<file path="src/gfs_pkg.sv">
// Package: shared constants, types and the CORDIC arctangent table.
package gfs_pkg;

  localparam int FENCE_SLOTS_DEF = 256;
  localparam int CORDIC_STEPS = 30;
  localparam logic [24:0] NEAREST_CAP_M = 25'd20000000;
  localparam logic [22:0] EARTH_RADIUS_M = 23'd6372795;
  localparam logic signed [36:0] RAD_PER_UDEG_Q61 = 37'sd40244552545;
  localparam logic signed [33:0] HALF_PI_Q30 = 34'sd1686629713;
  localparam logic signed [33:0] CORDIC_GAIN_Q30 = 34'sd652032874;
  localparam logic signed [30:0] QUARTER_TURN = 31'sd90000000;
  localparam logic signed [30:0] HALF_TURN = 31'sd180000000;
  localparam logic signed [30:0] FULL_TURN = 31'sd360000000;

  typedef enum logic [1:0] {
    KIND_OUTSIDE  = 2'd0,
    KIND_INSIDE   = 2'd1,
    KIND_DISABLED = 2'd2,
    KIND_WRITE    = 2'd3
  } kind_t;

  typedef enum logic {
    ACT_WRITE  = 1'b0,
    ACT_LOCATE = 1'b1
  } action_t;

  // Request carried through the front/back queue.
  typedef struct packed {
    logic              locate;
    logic              enable;
    logic signed [27:0] lat;
    logic signed [28:0] lng;
  } job_t;

  typedef enum logic [4:0] {
    ST_IDLE, ST_START, ST_RD, ST_RDW, ST_CHK,
    ST_TRIG, ST_TRIGW, ST_M1, ST_M2, ST_M3, ST_M4,
    ST_SQ, ST_SQW, ST_ATN, ST_ATNW, ST_DIST, ST_UPD, ST_DONE
  } bst_t;

  function automatic logic signed [33:0] atan_q30(input logic [4:0] i);
    case (i)
      5'd0: atan_q30 = 34'sd843314857;
      5'd1: atan_q30 = 34'sd497837829;
      5'd2: atan_q30 = 34'sd263043837;
      5'd3: atan_q30 = 34'sd133525159;
      5'd4: atan_q30 = 34'sd67021687;
      5'd5: atan_q30 = 34'sd33543516;
      5'd6: atan_q30 = 34'sd16775851;
      5'd7: atan_q30 = 34'sd8388437;
      5'd8: atan_q30 = 34'sd4194283;
      5'd9: atan_q30 = 34'sd2097149;
      default: atan_q30 = 34'sd1 <<< (5'd30 - i);
    endcase
  endfunction

endpackage

</file>
<file path="src/gfs_if.sv">
// Interfaces: request, result and configuration channels.
interface gfs_req_if;
  logic               valid;
  logic               ready;
  logic               action;
  logic [7:0]         slot;
  logic [7:0]         fence_type;
  logic [31:0]        radius_m;
  logic signed [27:0] latitude;
  logic signed [28:0] longitude;
  logic               enable;
  modport source (output valid, action, slot, fence_type, radius_m, latitude, longitude,
                  enable, input ready);
  modport sink (input valid, action, slot, fence_type, radius_m, latitude, longitude,
                enable, output ready);
endinterface


</file>
<file path="src/gfs_front.sv">
// Front end: accepts requests, performs slot writes, queues jobs for the back end.
module gfs_front #(
  parameter int FENCE_SLOTS = gfs_pkg::FENCE_SLOTS_DEF,
  localparam int AW = (FENCE_SLOTS > 1) ? $clog2(FENCE_SLOTS) : 1
) (
  input  logic           clk,
  input  logic           rst_n,
  gfs_req_if.sink        req,
  input  logic [7:0]     empty_code,
  output logic           wr_en,
  output logic [AW-1:0]  wr_addr,
  output logic [7:0]     wr_type,
  output logic [31:0]    wr_radius,
  output logic [27:0]    wr_lat,
  output logic [28:0]    wr_lng,
  output logic           job_valid,
  output gfs_pkg::job_t  job,
  input  logic           job_pop
);
  // Two-entry queue.
  gfs_pkg::job_t q_r [2];
  logic [1:0] cnt_r, cnt_nxt;
  logic rd_r, rd_nxt, wp_r, wp_nxt;
  logic push, clr, in_range;

  // A write waits for an empty queue so the table never changes under a scan.
  assign req.ready = (cnt_r == 2'd0) ||
                     ((cnt_r != 2'd2) && (req.action == gfs_pkg::ACT_LOCATE));
  assign push = req.valid && req.ready;
  assign in_range = ({3'b0, req.slot} < 11'(FENCE_SLOTS));
  assign clr = (req.fence_type == empty_code);

  assign wr_en = push && (req.action == gfs_pkg::ACT_WRITE) && in_range;
  assign wr_addr = AW'(req.slot);
  assign wr_type = req.fence_type;
  assign wr_radius = clr ? '0 : req.radius_m;
  assign wr_lat = clr ? '0 : req.latitude;
  assign wr_lng = clr ? '0 : req.longitude;

  always_comb begin
    cnt_nxt = cnt_r + {1'b0, push} - {1'b0, job_pop};
    rd_nxt = rd_r ^ job_pop;
    wp_nxt = wp_r ^ push;
  end

  always_ff @(posedge clk) begin
    if (!rst_n) begin
      cnt_r <= '0;
      rd_r <= 1'b0;
      wp_r <= 1'b0;
    end else begin
      cnt_r <= cnt_nxt;
      rd_r <= rd_nxt;
      wp_r <= wp_nxt;
    end
    if (push) begin
      q_r[wp_r] <= '{locate: req.action == gfs_pkg::ACT_LOCATE, enable: req.enable,
                     lat: req.latitude, lng: req.longitude};
    end
  end

  assign job_valid = (cnt_r != 2'd0);
  assign job = q_r[rd_r];
endmodule

</file>
<file path="src/flat_wrapper.sv">
// flat-port wrapper written by rule: the top's interface ports become plain ports
module gfs_front_flat 
#(
  parameter int FENCE_SLOTS = gfs_pkg::FENCE_SLOTS_DEF,
  localparam int AW = (FENCE_SLOTS > 1) ? $clog2(FENCE_SLOTS) : 1
)
  (clk, rst_n, empty_code, wr_en, wr_addr, wr_type, wr_radius, wr_lat, wr_lng, job_valid, job, job_pop, req_valid, req_action, req_slot, req_fence_type, req_radius_m, req_latitude, req_longitude, req_enable, req_ready);
  gfs_req_if req_i ();
  input  logic clk;
  input  logic rst_n;
  input  logic [7:0] empty_code;
  output logic wr_en;
  output logic [AW-1:0] wr_addr;
  output logic [7:0] wr_type;
  output logic [31:0] wr_radius;
  output logic [27:0] wr_lat;
  output logic [28:0] wr_lng;
  output logic job_valid;
  output gfs_pkg::job_t job;
  input  logic job_pop;
  input wire logic [$bits(req_i.valid)-1:0] req_valid;
  input wire logic [$bits(req_i.action)-1:0] req_action;
  input wire logic [$bits(req_i.slot)-1:0] req_slot;
  input wire logic [$bits(req_i.fence_type)-1:0] req_fence_type;
  input wire logic [$bits(req_i.radius_m)-1:0] req_radius_m;
  input wire logic [$bits(req_i.latitude)-1:0] req_latitude;
  input wire logic [$bits(req_i.longitude)-1:0] req_longitude;
  input wire logic [$bits(req_i.enable)-1:0] req_enable;
  output wire logic [$bits(req_i.ready)-1:0] req_ready;
  assign req_i.valid = req_valid;
  assign req_i.action = req_action;
  assign req_i.slot = req_slot;
  assign req_i.fence_type = req_fence_type;
  assign req_i.radius_m = req_radius_m;
  assign req_i.latitude = req_latitude;
  assign req_i.longitude = req_longitude;
  assign req_i.enable = req_enable;
  assign req_ready = req_i.ready;
  gfs_front #(.FENCE_SLOTS(FENCE_SLOTS)) u_core (.clk(clk), .rst_n(rst_n), .req(req_i), .empty_code(empty_code), .wr_en(wr_en), .wr_addr(wr_addr), .wr_type(wr_type), .wr_radius(wr_radius), .wr_lat(wr_lat), .wr_lng(wr_lng), .job_valid(job_valid), .job(job), .job_pop(job_pop));
endmodule
</file>
<file path="config.mk">
export PLATFORM = sky130hd
export DESIGN_NAME = gfs_front_flat
export DESIGN_NICKNAME = d
export VERILOG_FILES = /design/src/gfs_pkg.sv /design/src/gfs_if.sv /design/src/gfs_front.sv /design/src/flat_wrapper.sv
export SDC_FILE = /design/constraint.sdc
export NUM_CORES = 1
export LEC_CHECK = 0
export BUFFER_PORTS_ARGS = -buffer_cell sky130_fd_sc_hd__buf_2
export CORE_ASPECT_RATIO = 0.7
export CORE_MARGIN = 2
export CORE_UTILIZATION = 41
export DETAILED_ROUTE_END_ITERATION = 8
export MAX_ROUTING_LAYER = met4
export PLACE_DENSITY = 0.77
export SLEW_MARGIN = 20
export SYNTH_ARGS = -nofsm -noshare
export SYNTH_HDL_FRONTEND = slang
export SYNTH_SLANG_ARGS = --single-unit
</file>
<file path="constraint.sdc">
create_clock -name clk -period 4 [get_ports clk]
set_input_delay 0.6 -clock clk [delete_from_list [all_inputs] [get_ports clk]]
set_output_delay 0.6 -clock clk [all_outputs]
set_load 0.02 [all_outputs]
</file>
==> Yosys cells after proc, flatten, opt, wreduce, memory -nomap -nowiden <==
Memory sizes are Yosys's and may differ from the RTL's. A register that Yosys moved wholly into a read port is not among the register bits.
Cells that the tools add are included.
{ "word_totals": {"reg_bits": 4, "mem_bits_rw": 118, "inputBits": 119, "output_inout_bits": 167, "elab_cells": 23, "memories": 1} }
{ "op_classes": {"addsub": 2, "eq_ne": 2, "n_mux": 6, "bitwise": 3, "n_reduce_logical": 6} }
{ "mem_list": {"columns": ["memory", "depth", "width", "rd", "rd_ports_with_merged_regs", "wr", "line_no", "source"], "rows": [
  ["u_core.q_r", 2, 59, 1, 1, 1, "gfs_front.sv:21", "gfs_pkg::job_t q_r [2];"]
]} }
{ "op_table": {"columns": ["op", "n"], "rows": [
  ["32-bit two-way mux", 1],
  ["29-bit two-way mux", 1],
  ["28-bit two-way mux", 1],
  ["8-bit equality test", 1],
  ["1-bit logical AND", 3],
  ["1-bit two-way mux", 3],
  ["2-bit by 1-bit adder with 2-bit output", 1],
  ["2-bit zero test", 1],
  ["2-bit != test (second input constant)", 1],
  ["2-bit nonzero test", 1],
  ["2-bit by 1-bit subtractor with 2-bit output", 1],
  ["1-bit bitwise XOR", 2],
  ["1-bit logical OR", 1],
  ["1-bit inverter", 1]
]} }

==> Logic depth before layout (Yosys ltp) <==
{ "depth": {"depth_word": 6, "depth_mapped": 6, "ltp_nobuf": 5} }

==> Worst setup path before layout <==
Ideal clock, no wire load.
{ "synth_timing": {"kind": "reg2reg", "start": "register u_core.cnt_r[1]", "end": "memory u_core.q_r[1][0] in the netlist's numbering (enable)", "setup_time_ps": 476, "t_arrival_ps": 3386, "required_time_ps": 3524, "path_slack_ps": 138, "stages_incl_launch_ff": 4, "n_path_buf": 0, "synth_period_minus_slack_ps": 3862, "path_cell_list": "dfxtp_1 or2_2 a21bo_2 nor2_1"} }
{ "synth_between": {"elab_chain_cells": 6, "elab_cells_between_ends": 7, "cone_classes": "eq/ne (1); mux (2); reduce/logical (4)"} }
{ "synth_rtl": {"columns": ["element", "line_no", "source"], "rows": [
  ["start, declared", "gfs_front.sv:22", "logic [1:0] cnt_r, cnt_nxt;"],
  ["start signal, assigned", "gfs_front.sv:52", "cnt_r <= cnt_nxt;"],
  ["2-bit != test", "gfs_front.sv:28", "((cnt_r != 2'd2) && (req.action == gfs_pkg::ACT_LOCATE));"],
  ["1-bit logical AND", "gfs_front.sv:28", null],
  ["1-bit logical OR (*)", "gfs_front.sv:27", "assign req.ready = (cnt_r == 2'd0) ||"],
  ["1-bit logical AND (*)", "gfs_front.sv:29", "assign push = req.valid && req.ready;"],
  ["1-bit two-way mux (*)", "gfs_front.sv:56", "if (push) begin"],
  ["1-bit two-way mux (implied by the code) (*)", "gfs_front.sv:57", "q_r[wp_r] <= '{locate: req.action == gfs_pkg::ACT_LOCATE, enable: req.enable,"],
  ["end, declared", "gfs_front.sv:21", null]
]} }
Every way passes the cells marked *; elsewhere a longest branch is shown, timed or not.

==> Worst setup path in the final report <==
{ "layout_timing": {"start": "input empty_code[4]", "end": "output wr_lng[2]"} }
{ "layout_between": {"elab_chain_cells": 2} }
{ "layout_rtl": {"columns": ["element", "line_no", "source"], "rows": [
  ["start, declared", "flat_wrapper.sv:11", "input logic [7:0] empty_code;"],
  ["8-bit equality test", "gfs_front.sv:31", "assign clr = (req.fence_type == empty_code);"],
  ["29-bit two-way mux", "gfs_front.sv:38", "assign wr_lng = clr ? '0 : req.longitude;"],
  ["end, declared", "flat_wrapper.sv:17", "output logic [28:0] wr_lng;"]
]} }
No other way between the ends.

==> impl_metrics.json <==
{
  "clock_sinks": 123,
  "p_per_area_nw_per_um2": 556.4,
  "setup_tns_ns": 0,
  "status": "complete, but fails checks",
  "pre_cts_slack_ns": 0.9775,
  "routabilityCongestion": 0.8371,
  "yosysTopAreaCell": "edfxtp_1",
  "ys_async_sr_fraction_pct": 0,
  "fin_nets": 719,
  "r2r_cells": 5,
  "r2r_start": "u_core.cnt_r[1]",
  "antenna_found_initial": 0,
  "cp_data_arrival_time_ns": 2.40,
  "crit_slowest_cell": "buf_4",
  "syn_nets": 458,
  "critPathMaxStageDelay_ns": 0.39,
  "postLayoutCoreUtil_pct": 58.54,
  "cts_root_buf": "clkbuf_16",
  "grt_pass1_wl_um": 18900,
  "first_global_vias": 3664,
  "num_rows": 34,
  "synth_area_um2": 5311,
  "grt_max_degree": 60,
  "end_kind": "primary output",
  "synth_edf_count": 118,
  "setup_ws_ns": 0.9993,
  "worst_pin_slew_ns": 0.6531,
  "cts_buffers": 17,
  "htreeDepth": 4,
  "postCtsSetupBuffers": 0,
  "max_freq_mhz": 333.3,
  "ys_types": 21,
  "cp.required_ns": 3.40,
  "worst-path-max-fanout": 59,
  "grt_use_met3_pct": 5.344,
  "fin_crit_sh_pct": 75.02,
  "crit_end": "wr_lng[2]",
  "chipWidth_um": 140.0,
  "crit_type": "in -> out",
  "critical_path.startpoint": "empty_code[4]",
  "peakVddDrop_mv": 0.3073,
  "dpl-instance-area_um2": 6724,
  "critical_path.most_common_cell": "buf_2",
  "port_buffers": 269,
  "setup_viol": 0,
  "yosys_warnings": 0,
  "coreArea_um2": 12550,
  "synth-main-ff-cell": "edfxtp_1",
  "antenna_cells": 0,
  "hold_viol_final": 0,
  "r2r-end": "u_core.q_r[0][54]",
  "cts_resized": 0,
  "place_hpwl_um": 9033,
  "drtIter0Drc": 105,
  "path_cells": "buf_2, xor2_1, nor4_1, nand2_2, buf_4, and2_1, buf_2",
  "cp-start-kind": "input pin",
  "routedWlPerCell_um": 15.96,
  "ant_nets": 0,
  "die_area_um2": 13900,
  "drive_gt1_share_pct": 62.36,
  "met1_usage_pct": 20.37,
  "fp.dieH_um": 99.23,
  "fin_skew_ns": 0.006937,
  "ios": 286,
  "synthTopCellsByCount": "118 x edfxtp_1, 79 x and2_1, 59 x mux2_2",
  "path_clk_slew_ns": 0.06,
  "syn_area_per_cell_um2": 15.76,
  "hold_path_class": "in -> reg",
  "yosysMostFrequentCell": "edfxtp_1",
  "ys_ff_latch": 123,
  "drc": 13,
  "routed_wl_um": 12330,
  "final_max_slew_viol_count": 0,
  "grtUsageTotal_pct": 18.47,
  "cts_tree": "yes",
  "met2_usage_pct": 33.12,
  "area_growth_pct": 38.33,
  "firstDrtPassIters": 8,
  "via_per_inst": 4.612,
  "ys_seq_area_share_pct": 68.60,
  "fin_crit_ns": 3.001,
  "violations": "DRC",
  "maxCapViolCount": 0,
  "overflow": 0,
  "syn_inst": 337,
  "clk_latency_ns": 0.39,
  "via_count": 3565,
  "min_from": "req_longitude[23]",
  "ys_top_cells_by_area": "edfxtp_1 67%, mux2_2 13%, and2_1 9.3%",
  "clockBufferDepth": 2,
  "rsz0062_at_grt": "false",
  "finalInstanceArea_um2": 7347,
  "holdBufCountCts": 0,
  "relSlewSlack_pct": 56.46,
  "grt_busiest_layer": "met2",
  "total_leakage_power_nw": 3.075,
  "synth_top_area_share_pct": 66.71,
  "start_util_pct": 42.32,
  "ff2ff_setup_slack_ns": 1.75
}
registers in the layout, summed over array words and instances (netlist names), named ones only:
register,cells
u_core.rd_r,1
u_core.q_r,118
u_core.cnt_r,2
u_core.wp_r,1
routing by layer:
metal / vias to the layer above / wire (µm)
met3: 10 / 687
met5: - / 0
met2: 134 / 6608
li1: 1706 / -
met1: 1715 / 4944
met4: 0 / 94
worst max-delay path, delay by kind of cell:
kind,cells,cell delay [ns]
and+or+nand+nor,3,0.95
buffers and inverters,3,0.66
xor gates and xnor gates,1,0.16
through the flow:
| stage | instances | power (W) | hold slack, ns |
|---|---|---|---|
| floorplan | 337 | 0.002225 | 0.4799 |
| global placement | 741 | 0.002511 | 0.4994 |
| detailed placement | 741 | 0.002535 | 0.5246 |
| CTS | 773 | 0.004142 | 0.3825 |
| global route | 773 | 0.004263 | 0.3769 |
| finish | 773 | 0.004088 | 0.3993 |
report_power, final:
| part | internal [W] | switching, W |
|---|---|---|
| logic | 0.000319 | 0.000514 |
| clock network | 0.00104 | 0.000549 |
| registers | 0.00162 | 0.0000455 |
worst min path at each step:
stage | endpoint | slack, ns | cells after the start
6_report | u_core.q_r[0][23] | 0.40 | 1
3_5_place_dp | u_core.rd_r | 0.52 | 2
3_3_place_gp | u_core.rd_r | 0.50 | 2
5_1_grt | u_core.q_r[0][57] | 0.38 | 1
2_1_floorplan | flop | 0.48 | 2
4_1_cts | u_core.q_r[0][5] | 0.38 | 1
cell type report:
type | instances | area (µm²)
fillers | 1021 | 5202
flip-flops and latches | 123 | 3645
multi-input cells | 178 | 1465
repair buffers | 274 | 1396
clock buffers | 17 | 425.4
well taps | 162 | 202.7
clock inverters | 15 | 197.7
inverters | 4 | 15.01
kinds of logic (layout without fill, tap and decap cells):
logic type / count (synthesis) / after routing / share of synthesized area [%]
buf+inv: 36 / 310 / 4.052
fa+ha+maj: 2 / 2 / 0.4711
simple gates: 104 / 104 / 12.30
compound gates: 3 / 3 / 0.4240
flops: 123 / 123 / 68.60
xor+xnor: 10 / 10 / 1.649
mux: 59 / 59 / 12.51
cell usage in the layout (no fill, tap or decap), drive strengths merged, types with 2 or more instances in the layout:
master and count:
xor2 9, or2 3, buf 274, edfxtp 118, nor4 2, inv 6, clkinv 5, clkbuf 17
nand2 4, mux2 59, and2 89, bufinv 4, clkinvlp 4, nor2 5, dfxtp 5, ha 2
Note: power is estimated with default switching activity, not from simulation.
